<file path="src/design/clfp_pkg.sv">
// Shared types and constants for the camera link frame protocol engine.
package clfp_pkg;

   localparam int MARK_TOTAL  = 3;
   localparam int PAYLOAD_MAX = 255;

   localparam logic [7:0] HEAD_BYTE = 8'h7E;
   localparam logic [7:0] TAIL_BYTE = 8'h7F;
   localparam logic [7:0] CHAR_N    = 8'h4E;
   localparam logic [7:0] CHAR_COLON = 8'h3A;
   localparam logic [7:0] CHAR_MINUS = 8'h2D;
   localparam logic [7:0] CHAR_ZERO  = 8'h30;
   localparam logic [7:0] CHAR_NINE  = 8'h39;

   localparam logic [55:0] TOK_RDY   = 56'h796472;
   localparam logic [55:0] TOK_STP   = 56'h707473;
   localparam logic [55:0] TOK_OK    = 56'h6B6F;
   localparam logic [55:0] TOK_POS   = 56'h736F70;
   localparam logic [55:0] TOK_END   = 56'h646E65;
   localparam logic [23:0] TOK_ERR   = 24'h727265;
   localparam logic [55:0] TOK_ERR0  = 56'h30727265;
   localparam logic [55:0] TOK_ERR33 = 56'h335F33727265;

   typedef enum logic [1:0] {DF_HEAD, DF_LEN, DF_DATA, DF_TAIL} deframe_type;

   typedef enum logic [2:0] {
      NP_PREFIX, NP_COLON, NP_SIGN, NP_POS, NP_NEG, NP_POS_END, NP_NEG_END, NP_DEAD
   } num_type;

   typedef enum logic [3:0] {
      ST_IDLE, ST_BUSY, ST_RDY, ST_CATQ, ST_STOP, ST_POS, ST_RETRY, ST_DONE, ST_ERR
   } status_type;

   typedef enum logic [3:0] {
      FN_RX, FN_INIT, FN_HANDSHAKE, FN_START, FN_GO, FN_CLASS_REPLY,
      FN_BACK_SEARCH, FN_FORCE_IDLE, FN_SEND_END
   } func_type;

   typedef enum logic [2:0] {
      TX_NONE, TX_P0, TX_P1, TX_P2, TX_P3, TX_GO, TX_CLS, TX_END
   } tx_type;

   typedef enum logic [1:0] {PROC_ONE, PROC_TWO, PROC_THREE, PROC_NONE} proc_type;
   typedef enum logic [2:0] {P1_CAT, P1_WSTOP, P1_WPOS, P1_ITER, P1_WANG} p1_type;
   typedef enum logic [2:0] {
      P2_WRDY, P2_IDLE, P2_WGO, P2_SRCH, P2_PDET, P2_ALIGN
   } p2_type;
   typedef enum logic [1:0] {P3_PH1, P3_PH2, P3_WANG} p3_type;

   typedef struct packed {
      logic step;
      logic flush;
   } rx_ctl_type;

   typedef struct packed {
      logic        frame_ok;
      logic [55:0] token;
      logic        num_ok;
      logic [31:0] num_value;
   } rx_info_type;

endpackage

</file>
<file path="src/design/camera_link_frame_protocol.sv">
// Top level: camera link frame protocol engine with host command handling.
// Throughput: one request per cycle unless the response stalls; each item
// passes an input register, one pass of frame/command logic and the
// response register.
// Reset: synchronous, active high; clears link, process and deframer state.
// A stalled response holds the pipeline; the input register then stalls.
module camera_link_frame_protocol import clfp_pkg::*; (
   input  logic               clock,
   input  logic               reset,
   input  logic               req_valid,
   output logic               req_stall,
   input  logic [3:0]         req_func,
   input  logic [7:0]         req_rx_byte,
   input  logic [1:0]         req_process_sel,
   input  logic signed [31:0] req_class_request,
   output logic               rsp_valid,
   input  logic               rsp_stall,
   output logic [3:0]         rsp_status,
   output logic signed [31:0] rsp_offset_x,
   output logic signed [31:0] rsp_offset_y,
   output logic signed [31:0] rsp_angle_hundredths,
   output logic               rsp_angle_ok,
   output logic signed [31:0] rsp_class_found,
   output logic [3:0]         rsp_mark_number,
   output logic [7:0]         rsp_retry_total,
   output logic [2:0]         rsp_tx_request,
   output logic [55:0]        rsp_error_text,
   output logic               rsp_handshake_done,
   output logic               rsp_frame_seen
);

   logic        req_valid_ff;
   logic [3:0]  req_func_ff;
   logic [7:0]  req_byte_ff;
   logic [1:0]  req_sel_ff;
   logic        rsp_valid_ff;
   logic        adv;
   func_type    fn;
   rx_ctl_type  rx_ctl;
   rx_info_type rx;

   status_type  status_ff, status_in;
   proc_type    proc_ff, proc_in;
   p1_type      p1_ff, p1_in;
   p2_type      p2_ff, p2_in;
   p3_type      p3_ff, p3_in;
   logic        coll_ff, coll_in;
   logic [7:0]  cnt_ff, cnt_in;
   logic [31:0] temp_ff [3];
   logic [31:0] temp_in [3];
   logic [31:0] x_ff, x_in, y_ff, y_in, ang_ff, ang_in, cls_ff, cls_in;
   logic        ang_ok_ff, ang_ok_in;
   logic        ready_ff, ready_in;
   logic [3:0]  mark_ff, mark_in;
   logic [7:0]  retry_ff, retry_in;
   logic [55:0] err_ff, err_in;
   tx_type      tx_ff, tx_in;
   logic        seen_ff, seen_in;
   logic        tok_err;
   logic        located;

   assign adv       = req_valid_ff && (!rsp_valid_ff || !rsp_stall);
   assign req_stall = req_valid_ff && !adv;
   assign fn        = func_type'(req_func_ff);

   assign rx_ctl.step  = adv && (fn == FN_RX);
   assign rx_ctl.flush = adv && ((fn == FN_INIT) || (fn == FN_HANDSHAKE) ||
                                 (fn == FN_START) || (fn == FN_FORCE_IDLE));

   clfp_rx u_rx (
      .clock   (clock),
      .reset   (reset),
      .ctl     (rx_ctl),
      .rx_byte (req_byte_ff),
      .info    (rx)
   );

   assign tok_err = (rx.token[23:0] == TOK_ERR);
   assign located = (p2_ff == P2_PDET) || (p2_ff == P2_ALIGN);

   always_comb begin
      status_in = status_ff;
      proc_in   = proc_ff;
      p1_in     = p1_ff;
      p2_in     = p2_ff;
      p3_in     = p3_ff;
      coll_in   = coll_ff;
      cnt_in    = cnt_ff;
      temp_in   = temp_ff;
      x_in      = x_ff;
      y_in      = y_ff;
      ang_in    = ang_ff;
      cls_in    = cls_ff;
      ang_ok_in = ang_ok_ff;
      ready_in  = ready_ff;
      mark_in   = mark_ff;
      retry_in  = retry_ff;
      err_in    = err_ff;
      tx_in     = TX_NONE;
      seen_in   = 1'b0;

      if (adv && ((fn == FN_INIT) || (fn == FN_START) || (fn == FN_FORCE_IDLE))) begin
         status_in = ST_IDLE;
         proc_in   = PROC_ONE;
         p1_in     = P1_WSTOP;
         p2_in     = P2_IDLE;
         p3_in     = P3_PH1;
         mark_in   = '0;
         retry_in  = '0;
         coll_in   = 1'b0;
         cnt_in    = '0;
         x_in      = '0;
         y_in      = '0;
         ang_in    = '0;
         cls_in    = '0;
         ang_ok_in = 1'b0;
         err_in    = '0;
      end

      if (adv) begin
         case (fn)
            FN_RX: begin
               if (rx.frame_ok) begin
                  seen_in = 1'b1;
                  if (status_ff == ST_IDLE) begin
                     if (rx.token == TOK_RDY) ready_in = 1'b1;
                     if (rx.token == TOK_ERR0) begin
                        status_in = ST_ERR;
                        err_in    = rx.token;
                     end
                  end else if (proc_ff == PROC_ONE) begin
                     if (tok_err) begin
                        coll_in   = 1'b0;
                        status_in = ST_ERR;
                        err_in    = rx.token;
                     end else if (p1_ff == P1_CAT) begin
                        if (rx.token == TOK_RDY) status_in = ST_CATQ;
                     end else if (rx.token == TOK_STP) begin
                        coll_in = 1'b0;
                        if (p1_ff == P1_WSTOP) status_in = ST_STOP;
                     end else if (rx.token == TOK_OK) begin
                        coll_in = 1'b0;
                        if (p1_ff == P1_ITER) p1_in = P1_WANG;
                     end else if (p1_ff == P1_WANG) begin
                        if (rx.num_ok) begin
                           ang_in    = rx.num_value;
                           ang_ok_in = 1'b1;
                           status_in = ST_DONE;
                        end
                     end else if (rx.token == TOK_POS) begin
                        coll_in = 1'b1;
                        cnt_in  = '0;
                        temp_in = '{default: 32'd0};
                     end else if (rx.token == TOK_END) begin
                        if (coll_ff) begin
                           coll_in   = 1'b0;
                           x_in      = temp_ff[0];
                           y_in      = temp_ff[1];
                           ang_in    = '0;
                           ang_ok_in = 1'b0;
                           cls_in    = (p1_ff == P1_WPOS) ? temp_ff[2] : 32'hFFFF_FFFF;
                           status_in = ST_POS;
                        end
                     end else if (coll_ff) begin
                        if (rx.num_ok && (cnt_ff < 8'd3)) temp_in[cnt_ff[1:0]] = rx.num_value;
                        if (cnt_ff != 8'hFF) cnt_in = cnt_ff + 8'd1;
                     end
                  end else if (proc_ff == PROC_TWO) begin
                     if (tok_err) begin
                        coll_in   = 1'b0;
                        status_in = ST_ERR;
                        err_in    = rx.token;
                     end else if (rx.token == TOK_RDY) begin
                        if (p2_ff == P2_WRDY) status_in = ST_RDY;
                     end else if (rx.token == TOK_STP) begin
                        if ((p2_ff == P2_SRCH) || (p2_ff == P2_WRDY)) begin
                           coll_in   = 1'b0;
                           status_in = ST_STOP;
                           p2_in     = P2_SRCH;
                        end
                     end else if (rx.token == TOK_OK) begin
                        coll_in = 1'b0;
                        if (p2_ff == P2_ALIGN) begin
                           if (mark_ff != 4'hF) mark_in = mark_ff + 4'd1;
                           if (mark_in >= 4'(MARK_TOTAL)) begin
                              status_in = ST_DONE;
                           end else begin
                              p2_in     = P2_WGO;
                              status_in = ST_STOP;
                           end
                        end
                     end else if (rx.token == TOK_POS) begin
                        if (located) begin
                           coll_in = 1'b1;
                           cnt_in  = '0;
                           temp_in = '{default: 32'd0};
                        end
                     end else if (rx.token == TOK_END) begin
                        if (coll_ff) begin
                           coll_in = 1'b0;
                           if (located) begin
                              x_in      = temp_ff[0];
                              y_in      = temp_ff[1];
                              ang_in    = '0;
                              ang_ok_in = 1'b0;
                              cls_in    = 32'hFFFF_FFFF;
                              status_in = ST_POS;
                           end
                        end
                     end else if (coll_ff) begin
                        if (rx.num_ok && (cnt_ff < 8'd2)) temp_in[cnt_ff[1:0]] = rx.num_value;
                        if (cnt_ff != 8'hFF) cnt_in = cnt_ff + 8'd1;
                     end
                  end else if (proc_ff == PROC_THREE) begin
                     if (tok_err) begin
                        coll_in = 1'b0;
                        if (rx.token == TOK_ERR33) begin
                           status_in = ST_RETRY;
                           if (retry_ff != 8'hFF) retry_in = retry_ff + 8'd1;
                        end else begin
                           status_in = ST_ERR;
                           err_in    = rx.token;
                        end
                     end else if (p3_ff == P3_WANG) begin
                        if (rx.num_ok) begin
                           ang_in    = rx.num_value;
                           ang_ok_in = 1'b1;
                           status_in = ST_DONE;
                        end
                     end else if (rx.token == TOK_OK) begin
                        coll_in = 1'b0;
                        if (p3_ff == P3_PH2) p3_in = P3_WANG;
                     end else if (rx.token == TOK_POS) begin
                        coll_in = 1'b1;
                        cnt_in  = '0;
                        temp_in = '{default: 32'd0};
                     end else if (rx.token == TOK_END) begin
                        if (coll_ff) begin
                           coll_in   = 1'b0;
                           x_in      = temp_ff[0];
                           y_in      = temp_ff[1];
                           ang_in    = '0;
                           ang_ok_in = 1'b0;
                           cls_in    = 32'hFFFF_FFFF;
                           status_in = ST_POS;
                        end
                     end else if (coll_ff) begin
                        if (rx.num_ok && (cnt_ff < 8'd2)) temp_in[cnt_ff[1:0]] = rx.num_value;
                        if (cnt_ff != 8'hFF) cnt_in = cnt_ff + 8'd1;
                     end
                  end
               end
            end
            FN_INIT: ready_in = 1'b0;
            FN_HANDSHAKE: begin
               ready_in  = 1'b0;
               status_in = ST_IDLE;
               tx_in     = TX_P0;
            end
            FN_START: begin
               proc_in = proc_type'(req_sel_ff);
               case (proc_type'(req_sel_ff))
                  PROC_ONE: begin
                     p1_in     = P1_CAT;
                     status_in = ST_BUSY;
                     tx_in     = TX_P1;
                  end
                  PROC_TWO: begin
                     p2_in     = P2_WRDY;
                     status_in = ST_BUSY;
                     tx_in     = TX_P2;
                  end
                  PROC_THREE: begin
                     p3_in     = P3_PH1;
                     status_in = ST_BUSY;
                     tx_in     = TX_P3;
                  end
                  default: status_in = ST_IDLE;
               endcase
            end
            FN_GO: begin
               if ((proc_ff == PROC_TWO) && (status_ff == ST_IDLE) && (p2_ff == P2_IDLE)) begin
                  p2_in     = P2_SRCH;
                  status_in = ST_BUSY;
                  tx_in     = TX_GO;
               end else if ((status_ff == ST_RDY) && (p2_ff == P2_WRDY)) begin
                  p2_in     = P2_SRCH;
                  status_in = ST_BUSY;
                  tx_in     = TX_GO;
               end else if (status_ff == ST_RETRY) begin
                  status_in = ST_BUSY;
                  tx_in     = TX_GO;
               end else if ((status_ff == ST_STOP) || (status_ff == ST_POS)) begin
                  case (proc_ff)
                     PROC_ONE: begin
                        if (p1_ff == P1_WSTOP) p1_in = P1_WPOS;
                        else if (p1_ff == P1_WPOS) p1_in = P1_ITER;
                     end
                     PROC_TWO: begin
                        if (p2_ff == P2_WGO) p2_in = P2_SRCH;
                        else if (p2_ff == P2_SRCH) p2_in = P2_PDET;
                        else if (p2_ff == P2_PDET) p2_in = P2_ALIGN;
                     end
                     PROC_THREE: begin
                        if (p3_ff == P3_PH1) p3_in = P3_PH2;
                     end
                     default: ;
                  endcase
                  status_in = ST_BUSY;
                  tx_in     = TX_GO;
               end
            end
            FN_CLASS_REPLY: begin
               if ((status_ff == ST_CATQ) && (proc_ff == PROC_ONE)) begin
                  p1_in     = P1_WSTOP;
                  status_in = ST_BUSY;
                  tx_in     = TX_CLS;
               end
            end
            FN_BACK_SEARCH: begin
               if (proc_ff == PROC_TWO) begin
                  p2_in     = P2_SRCH;
                  status_in = ST_BUSY;
                  coll_in   = 1'b0;
               end
            end
            FN_FORCE_IDLE: ;
            FN_SEND_END: tx_in = TX_END;
            default: ;
         endcase
      end
   end

   always_ff @(posedge clock) begin
      if (reset) begin
         req_valid_ff <= 1'b0;
         rsp_valid_ff <= 1'b0;
         status_ff    <= ST_IDLE;
         proc_ff      <= PROC_ONE;
         p1_ff        <= P1_WSTOP;
         p2_ff        <= P2_IDLE;
         p3_ff        <= P3_PH1;
         coll_ff      <= 1'b0;
         cnt_ff       <= '0;
         temp_ff      <= '{default: 32'd0};
         x_ff         <= '0;
         y_ff         <= '0;
         ang_ff       <= '0;
         cls_ff       <= '0;
         ang_ok_ff    <= 1'b0;
         ready_ff     <= 1'b0;
         mark_ff      <= '0;
         retry_ff     <= '0;
         err_ff       <= '0;
      end else begin
         if (!req_stall) begin
            req_valid_ff <= req_valid;
         end
         if (adv) begin
            rsp_valid_ff <= 1'b1;
         end else if (!rsp_stall) begin
            rsp_valid_ff <= 1'b0;
         end
         status_ff <= status_in;
         proc_ff   <= proc_in;
         p1_ff     <= p1_in;
         p2_ff     <= p2_in;
         p3_ff     <= p3_in;
         coll_ff   <= coll_in;
         cnt_ff    <= cnt_in;
         temp_ff   <= temp_in;
         x_ff      <= x_in;
         y_ff      <= y_in;
         ang_ff    <= ang_in;
         cls_ff    <= cls_in;
         ang_ok_ff <= ang_ok_in;
         ready_ff  <= ready_in;
         mark_ff   <= mark_in;
         retry_ff  <= retry_in;
         err_ff    <= err_in;
      end
   end

   always_ff @(posedge clock) begin
      if (!req_stall) begin
         req_func_ff  <= req_func;
         req_byte_ff  <= req_rx_byte;
         req_sel_ff   <= req_process_sel;
      end
      if (adv) begin
         tx_ff   <= tx_in;
         seen_ff <= seen_in;
      end
   end

   assign rsp_valid            = rsp_valid_ff;
   assign rsp_status           = status_ff;
   assign rsp_offset_x         = x_ff;
   assign rsp_offset_y         = y_ff;
   assign rsp_angle_hundredths = ang_ff;
   assign rsp_angle_ok         = ang_ok_ff;
   assign rsp_class_found      = cls_ff;
   assign rsp_mark_number      = mark_ff;
   assign rsp_retry_total      = retry_ff;
   assign rsp_tx_request       = tx_ff;
   assign rsp_error_text       = err_ff;
   assign rsp_handshake_done   = ready_ff;
   assign rsp_frame_seen       = seen_ff;

endmodule

</file>
<file path="src/design/clfp_rx.sv">
// Deframer with token capture and N:[-]digits number parser.
module clfp_rx import clfp_pkg::*; (
   input  logic        clock,
   input  logic        reset,
   input  rx_ctl_type  ctl,
   input  logic [7:0]  rx_byte,
   output rx_info_type info
);

   deframe_type phase_ff, phase_in;
   num_type     np_ff, np_in;
   logic [7:0]  len_ff, len_in;
   logic [7:0]  idx_ff, idx_in;
   logic [55:0] tok_ff, tok_in;
   logic        zero_ff, zero_in;
   logic [31:0] acc_ff, acc_in;
   logic        is_digit;
   logic [31:0] digit;

   assign is_digit = (rx_byte >= CHAR_ZERO) && (rx_byte <= CHAR_NINE);
   assign digit    = {28'd0, rx_byte[3:0]};

   always_comb begin
      phase_in = phase_ff;
      np_in    = np_ff;
      len_in   = len_ff;
      idx_in   = idx_ff;
      tok_in   = tok_ff;
      zero_in  = zero_ff;
      acc_in   = acc_ff;
      if (ctl.flush) begin
         phase_in = DF_HEAD;
      end else if (ctl.step) begin
         case (phase_ff)
            DF_HEAD: begin
               if (rx_byte == HEAD_BYTE) begin
                  phase_in = DF_LEN;
                  idx_in   = '0;
                  len_in   = '0;
                  tok_in   = '0;
                  zero_in  = 1'b0;
                  acc_in   = '0;
                  np_in    = NP_PREFIX;
               end
            end
            DF_LEN: begin
               len_in = rx_byte;
               if (rx_byte == 8'd0) begin
                  phase_in = DF_TAIL;
               end else if ({1'b0, rx_byte} > 9'(PAYLOAD_MAX)) begin
                  phase_in = DF_HEAD;
               end else begin
                  phase_in = DF_DATA;
               end
            end
            DF_DATA: begin
               if (!zero_ff) begin
                  if (rx_byte == 8'd0) begin
                     zero_in = 1'b1;
                  end else begin
                     if (idx_ff < 8'd7) begin
                        tok_in = tok_ff | (56'(rx_byte) << {idx_ff[2:0], 3'b000});
                     end
                     case (np_ff)
                        NP_PREFIX: np_in = (rx_byte == CHAR_N) ? NP_COLON : NP_DEAD;
                        NP_COLON:  np_in = (rx_byte == CHAR_COLON) ? NP_SIGN : NP_DEAD;
                        NP_SIGN: begin
                           if (rx_byte == CHAR_MINUS) begin
                              np_in = NP_NEG;
                           end else if (is_digit) begin
                              acc_in = digit;
                              np_in  = NP_POS;
                           end else begin
                              np_in = NP_POS_END;
                           end
                        end
                        NP_POS, NP_NEG: begin
                           if (is_digit) begin
                              acc_in = {acc_ff[28:0], 3'b000} + {acc_ff[30:0], 1'b0} + digit;
                           end else begin
                              np_in = (np_ff == NP_POS) ? NP_POS_END : NP_NEG_END;
                           end
                        end
                        default: ;
                     endcase
                  end
               end
               idx_in = idx_ff + 8'd1;
               if (idx_in >= len_ff) begin
                  phase_in = DF_TAIL;
               end
            end
            default: phase_in = DF_HEAD;
         endcase
      end
   end

   always_ff @(posedge clock) begin
      if (reset) begin
         phase_ff <= DF_HEAD;
         np_ff    <= NP_PREFIX;
         len_ff   <= '0;
         idx_ff   <= '0;
         tok_ff   <= '0;
         zero_ff  <= 1'b0;
         acc_ff   <= '0;
      end else begin
         phase_ff <= phase_in;
         np_ff    <= np_in;
         len_ff   <= len_in;
         idx_ff   <= idx_in;
         tok_ff   <= tok_in;
         zero_ff  <= zero_in;
         acc_ff   <= acc_in;
      end
   end

   always_comb begin
      info.frame_ok  = ctl.step && (phase_ff == DF_TAIL) && (rx_byte == TAIL_BYTE);
      info.token     = tok_ff;
      info.num_ok    = (np_ff == NP_SIGN) || (np_ff == NP_POS) || (np_ff == NP_NEG) ||
                       (np_ff == NP_POS_END) || (np_ff == NP_NEG_END);
      info.num_value = ((np_ff == NP_NEG) || (np_ff == NP_NEG_END)) ? (32'd0 - acc_ff) : acc_ff;
   end

endmodule

</file>
<file path="config.mk">
export PLATFORM = sky130hd
export DESIGN_NAME = camera_link_frame_protocol
export DESIGN_NICKNAME = d
export VERILOG_FILES = /design/src/design/clfp_pkg.sv /design/src/design/camera_link_frame_protocol.sv /design/src/design/clfp_rx.sv
export SDC_FILE = /design/constraint.sdc
export NUM_CORES = 1
export LEC_CHECK = 0
export BUFFER_PORTS_ARGS = -buffer_cell sky130_fd_sc_hd__clkbuf_2
export CORE_MARGIN = 1.5
export CORE_UTILIZATION = 38
export CTS_CLUSTER_DIAMETER = 100
export DETAILED_ROUTE_END_ITERATION = 7
export HOLD_SLACK_MARGIN = 0.03
export PLACE_DENSITY = 0.64
export REMOVE_ABC_BUFFERS = 1
export SLEW_MARGIN = 20
export SYNTH_ARGS = -nofsm -noshare
export SYNTH_HDL_FRONTEND = slang
export SYNTH_SLANG_ARGS = --single-unit
</file>
<file path="constraint.sdc">
create_clock -name clock -period 4.35 [get_ports clock]
set_clock_uncertainty 0.2 [all_clocks]
set_input_delay 0.87 -clock clock [delete_from_list [all_inputs] [get_ports clock]]
set_output_delay 0.87 -clock clock [all_outputs]
set_load 0.005 [all_outputs]
</file>
# Word-level counts from Yosys, hierarchy flattened
# Cells that the tools add are included.
word_totals:
  memories: 0
  register_bits: 447
  in_bits: 50
  romBits: 0
  latchBits: 0
  ramBits: 0
  word_cells: 622
op_classes:
  n_mul: 0
  n_bitwise: 5
  n_mux: 428
  shifts: 1
  addsub: 7
  order_cmp: 9
  reduce_logical: 58
  div: 0
  n_eq_ne: 81
op_table:
  columns: ["cell", "count"]
  rows:
  - ["two-way mux 32 bit", 121]
  - ["two-way mux 96 bit", 25]
  - ["two-way mux 56 bit", 16]
  - ["two-way mux 8 bit", 38]
  - ["two-way mux 4 bit", 64]
  - ["== test 56 x 23 -> 1 bit, second input constant", 4]
  - ["two-way mux 3 bit", 55]
  - ["one-hot mux 32 bit (2 select lines)", 2]
  - ["one-hot mux 56 bit (2 select lines)", 1]
  - ["bitwise mux 96 bit", 1]
  - ["two-way mux 1 bit", 65]
  - ["demux 32 bit (select 2 bit)", 1]
  - ["== test 56 x 15 -> 1 bit, second input constant", 1]
  - ["== test 56 x 30 -> 1 bit, second input constant", 1]
  - ["== test 56 x 46 -> 1 bit, second input constant", 1]
  - ["OR 56 bit", 1]
  - ["left shift 8 x 6 -> 56 bit", 1]
  - ["two-way mux 2 bit", 25]
  - ["one-hot mux 3 bit (4 select lines)", 3]
  - ["adder 32 bit", 1]
  - ["adder 32 x 4 -> 32 bit", 1]
  - ["one-hot mux 8 bit (2 select lines)", 2]
  - ["subtractor 1 x 32 -> 32 bit, first input constant", 1]
  - ["== test 4 x 3 -> 1 bit, second input constant", 7]
  - ["other kinds (55)", 151]

# Depth between registers and ports, before layout
logic_depth:
  depth_word: 30
  mapped_depth: 12

# By module
# A second synthesis with hierarchy kept.
hier_totals:
  cells_unflattened: 2666
  area_unflattened_um2: 22885.7
by_module_without_submodules:
  columns: ["mod", "instances", "area_per_inst_um2", "cells_per_inst", "seq_area_each_um2"]
  rows:
  - ["camera_link_frame_protocol", 1, 15995.3, 1831, 6926.6]
  - ["clfp_rx", 1, 6890.4, 835, 2202.1]

# Least setup slack after synthesis
# No wires, ideal clock.
synth_timing:
  kind: "register to register"
  start: "register req_byte_ff[3]"
  end: "register u_rx.acc_ff[29]"
  setup_slack_ps: 818
  path_buffers: 0
  t_arrival_ps: 3215
  path_stages_with_launch: 11
  path_cell_list: "edfxtp_1 > fa_1 > ha_1 > a211o_1 > a2111oi_0 > o211ai_1 > nand2_1 > o21ai_0 > a21o_1 > a211o_1 > a32o_1"
synth_via:
  elab_chain_cells: 6
  elab_cells_between_ends: 18
synth_lines:
  columns: ["item", "line_no", "text"]
  rows:
  - ["from (decl)", "camera_link_frame_protocol.sv:34", "logic [7:0] req_byte_ff;"]
  - ["from (signal assigned)", "camera_link_frame_protocol.sv:387", "req_byte_ff <= req_rx_byte;"]
  - ["adder 32 x 4 -> 32 bit", "clfp_rx.sv:79", "acc_in = {acc_ff[28:0], 3'b000} + {acc_ff[30:0], 1'b0} + digit;"]
  - ["two-way mux 32 bit", "clfp_rx.sv:78", "if (is_digit) begin"]
  - ["one-hot mux 32 bit (2 select lines)", "clfp_rx.sv:64", "case (np_ff)"]
  - ["two-way mux 32 bit", "clfp_rx.sv:58", "if (rx_byte == 8'd0) begin"]
  - ["two-way mux 32 bit", "clfp_rx.sv:57", "if (!zero_ff) begin"]
  - ["one-hot mux 32 bit (2 select lines)", "clfp_rx.sv:34", "case (phase_ff)"]
  - ["to (signal assigned)", "clfp_rx.sv:114", "acc_ff <= acc_in;"]
  - ["to (decl)", "clfp_rx.sv:16", "logic [31:0] acc_ff, acc_in;"]
# Several ways; a longest one is shown, not always the timed one. The select of a mux whose other input is x is not followed.
# A chain may end at the register's enable or synchronous reset.

# Worst setup path in the final report
layout_timing:
  start: "register u_rx.tok_ff[11]"
  end: "register temp_ff[47] (netlist bit)"
layout_via:
  elab_chain_cells: 9
  elab_cells_between_ends: 37
layout_lines:
  columns: ["item", "line_no", "text"]
  rows:
  - ["from (decl)", "clfp_rx.sv:14", "logic [55:0] tok_ff, tok_in;"]
  - ["from (signal assigned)", "clfp_rx.sv:112", "tok_ff <= tok_in;"]
  - ["== test 56 x 23 -> 1 bit", "camera_link_frame_protocol.sv:154, camera_link_frame_protocol.sv:198, camera_link_frame_protocol.sv:237", null]
  - ["two-way mux 96 bit", null, null]
  - ["two-way mux 96 bit, on equally long branches", "camera_link_frame_protocol.sv:233, camera_link_frame_protocol.sv:192", null]
  - ["two-way mux 96 bit, on equally long branches", "camera_link_frame_protocol.sv:230, camera_link_frame_protocol.sv:181", null]
  - ["two-way mux 96 bit, on equally long branches", "camera_link_frame_protocol.sv:224, camera_link_frame_protocol.sv:175", null]
  - ["two-way mux 96 bit, on equally long branches", "camera_link_frame_protocol.sv:215, camera_link_frame_protocol.sv:173", null]
  - ["two-way mux 96 bit, on equally long branches", "camera_link_frame_protocol.sv:214, camera_link_frame_protocol.sv:169", null]
  - ["two-way mux 96 bit", "camera_link_frame_protocol.sv:168", "end else if (proc_ff == PROC_TWO) begin"]
  - ["two-way mux 96 bit", "camera_link_frame_protocol.sv:131", "end else if (proc_ff == PROC_ONE) begin"]
  - ["to (signal assigned)", "camera_link_frame_protocol.sv:371", "temp_ff <= temp_in;"]
  - ["to (decl)", "camera_link_frame_protocol.sv:49", "logic [31:0] temp_ff [3];"]
# Several ways; a longest one is shown, not always the timed one. The select of a mux whose other input is x is not followed.

==> impl_metrics.env <==
export IMPL_clk_latency_ns=0.62
export IMPL_drive_above_1_share=0.144
export IMPL_path_clk_slew_ns=0.06
export IMPL_required_ns=4.69
export IMPL_grt_pass1_vias=21300
export IMPL_worst_path_buf_inv=0
export IMPL_post_drt_wl_per_cell_um=21.0
export IMPL_slew_violations=0
export IMPL_post_synth_top_count_cell="dfxtp_1"
export IMPL_syn_area_um2=23000
export IMPL_dr_pass1_iters=6
export IMPL_post_cts_resize_count=0
export IMPL_drcViolationCount=0
export IMPL_critPathMaxStageDelay_ns=0.76
export IMPL_synth_top_cell_area_share=0.374
export IMPL_cts_tree="built"
export IMPL_cts_buffers=50
export IMPL_hp_class="register to register"
export IMPL_avgSynthCellArea_um2=7.97
export IMPL_grt_pass1_wl_mm=125
export IMPL_period_share=0.936
export IMPL_yosysWarnings=0
export IMPL_ff2ff_path_depth=8
export IMPL_synth_cell_types=80
export IMPL_period_needed_ns=4.07
export IMPL_slew_headroom=0.237
export IMPL_reg2reg_from="u_rx.tok_ff[11]"
export IMPL_gp_congestion=0.975
export IMPL_r2r_end="temp_ff[47]"
export IMPL_rows=89
export IMPL_drt_vias_per_instance=5.99
export IMPL_wirelength_mm=81.5
export IMPL_p_per_area_nw_per_um2=330
export IMPL_pin_count=258
export IMPL_worstPathMaxFanout=14
export IMPL_end_kind="register"
export IMPL_rsz0062_at_grt="false"
export IMPL_cts_setup_buffers=0
export IMPL_cts_root_buffer="clkbuf_16"
export IMPL_dp_cells=3785
export IMPL_async_flop_share=0
export IMPL_antenna_found_initial=1
export IMPL_hpwl_mm=58.2
export IMPL_ys_seq_area_frac=0.397
export IMPL_core_area_um2=59400
export IMPL_tightest_slew_ns=1.14
export IMPL_cp_slowest_cell="nor4_4"
export IMPL_path_cells="nand3_1 -> or4_1 -> or4_1 -> a21oi_1 -> a21oi_1 -> nor4_4 -> and4_1 -> a22o_1"
export IMPL_holdPathStages=2
export IMPL_finalInstanceArea_um2=26900
export IMPL_ys_ff_latch=447
export IMPL_syn_instance_count=2885
export IMPL_clk_path_buf_depth=3
export IMPL_holdCritStartpoint="rsp_error_text[22]"
export IMPL_area_delta_synth_final_pct=16.9
export IMPL_synth_edf_count=18
export IMPL_power_leakage_uw=0.0106
export IMPL_netlist_top_cells_area="dfxtp_1, a21oi_1, nor2_1"
export IMPL_fin_setup_tns_ns=0
export IMPL_max_freq_mhz=246
export IMPL_drt_iter0_markers=2279
export IMPL_cts_sinks=447
export IMPL_arrival_ns=4.41
export IMPL_cp_start_kind="register"
export IMPL_hold_buffers=0
export IMPL_ys_flop_type="dfxtp_1"
export IMPL_vdd_drop_max_v=0.000247
export IMPL_hold_viol=0
export IMPL_timing_final_ws_setup_ns=0.279
export IMPL_dieHeight_um=249
export IMPL_grt_max_degree=84
export IMPL_fin_cells=3875
export IMPL_synthTopCellsByCount="dfxtp_1, nor2_1, a21oi_1"
export IMPL_finalPower_uw=8860
export IMPL_yosysTopAreaCell="dfxtp_1"
export IMPL_die_w_um=249
export IMPL_h_tree_depth=2
export IMPL_crit_type="register to register"
export IMPL_overflow=0
export IMPL_pre_cts_slack_ns=0.381
export IMPL_vias=23200
export IMPL_maxCapViolCount=0
export IMPL_reg2reg_slack_ns=0.28
export IMPL_io_buffers=225
export IMPL_hold_end="rsp_error_text[22]"
export IMPL_setup_viol=0
export IMPL_crit_family="simple AND/OR/NAND/NOR gates"
export IMPL_dpl_cell_area_um2=25100
export IMPL_status="finished, final reports clean"
export IMPL_ant_nets=0
export IMPL_grtUsageTotal=0.252
export IMPL_nets=3195
export IMPL_initial_core_util=0.387
export IMPL_dieArea_um2=62000
==> kinds of logic after synthesis <==
group | Yosys count | share of synthesized area
mux | 4 | 0.00180
xor+xnor | 66 | 0.0251
flops | 447 | 0.397
compound gates | 937 | 0.262
fa+ha+maj | 81 | 0.0447
buf+inv | 231 | 0.0394
simple gates | 1119 | 0.230
==> state kept, by name (all words and copies together) (netlist names), 3 cells and up <==
| register | cells |
|---|---|
| rsp_angle_hundredths | 32 |
| u_rx.np_ff | 3 |
| rsp_offset_y | 32 |
| u_rx.len_ff | 8 |
| p2_ff | 3 |
| u_rx.idx_ff | 8 |
| rsp_tx_request | 3 |
| req_byte_ff | 8 |
| rsp_error_text | 56 |
| rsp_class_found | 32 |
| u_rx.acc_ff | 32 |
| rsp_mark_number | 4 |
| temp_ff | 96 |
| p1_ff | 3 |
| rsp_retry_total | 8 |
| cnt_ff | 8 |
| fn | 4 |
| rsp_status | 4 |
| rsp_offset_x | 32 |
| u_rx.tok_ff | 56 |
==> tightest hold or removal path: cells and delay by family (launching register included) <==
kind	cells	cell delay (ns)
flops	1	0.31
simple gates	2	0.09
==> routing by layer <==
| metal | GRT usage | share of wire | vias up |
|---|---|---|---|
| li1 | - | - | 10900 |
| met1 | 0.345 | 0.44 | 11000 |
| met2 | 0.384 | 0.43 | 1110 |
| met3 | 0.0531 | 0.094 | 189 |
| met4 | 0.103 | 0.039 | 2 |
| met5 | 0 | 0.00016 | - |
==> how the worst max path moves through the flow <==
stage | startpoint | endpoint | slack (ns) | depth (start not counted)
3_3_place_gp | u_rx.tok_ff[11] | temp_ff[29] | 0.44 | 8
2_1_floorplan | rsp_stall | coll_ff | -2.46 | 9
3_5_place_dp | u_rx.tok_ff[11] | temp_ff[21] | 0.38 | 8
6_report | u_rx.tok_ff[11] | temp_ff[47] | 0.28 | 8
4_1_cts | u_rx.tok_ff[11] | temp_ff[21] | 0.36 | 8
5_1_grt | u_rx.tok_ff[11] | temp_ff[93] | 0.05 | 8
==> layout by cell type (no fill, tap or decap), types with 30 or more instances in the layout <==
| cell type | count |
|---|---|
| a22o_1 | 79 |
| nand2_1 | 294 |
| xor2_1 | 38 |
| a21oi_1 | 335 |
| clkbuf_16 | 51 |
| o2bb2ai_1 | 41 |
| o211ai_1 | 30 |
| dfxtp_1 | 429 |
| inv_1 | 34 |
| a211oi_1 | 42 |
| and3_1 | 35 |
| nor2_1 | 340 |
| clkbuf_2 | 224 |
| ha_1 | 79 |
| nor4_1 | 33 |
| o21ai_0 | 161 |
| nor3_1 | 101 |
| buf_4 | 97 |
| nand3_1 | 115 |
| a31oi_1 | 37 |
==> through the flow <==
step                utilization  hold WS (ns)
floorplan                     -         0.227
CTS                       0.452         0.219
detailed placement        0.424         0.232
global placement          0.424         0.226
finish                    0.453         0.239
global route              0.453         0.225
==> layout make-up <==
class | count | area (um2)
multi-input cells | 2207 | 13000
inverters | 34 | 128
well taps | 773 | 967
diodes | 1 | 2.50
clock inverters | 27 | 355
repair buffers | 324 | 1900
flip-flops and latches | 447 | 9130
clock buffers | 62 | 1360
fillers | 5950 | 32500
==> power by group <==
group          internal, uW  switching (uW)  total [uW]
Sequential             4130            22.4        4160
Clock                  2600            1830        4430
Combinational          66.4             207         273
Total                  6790            2060        8860
(Power assumes the default switching activity.)
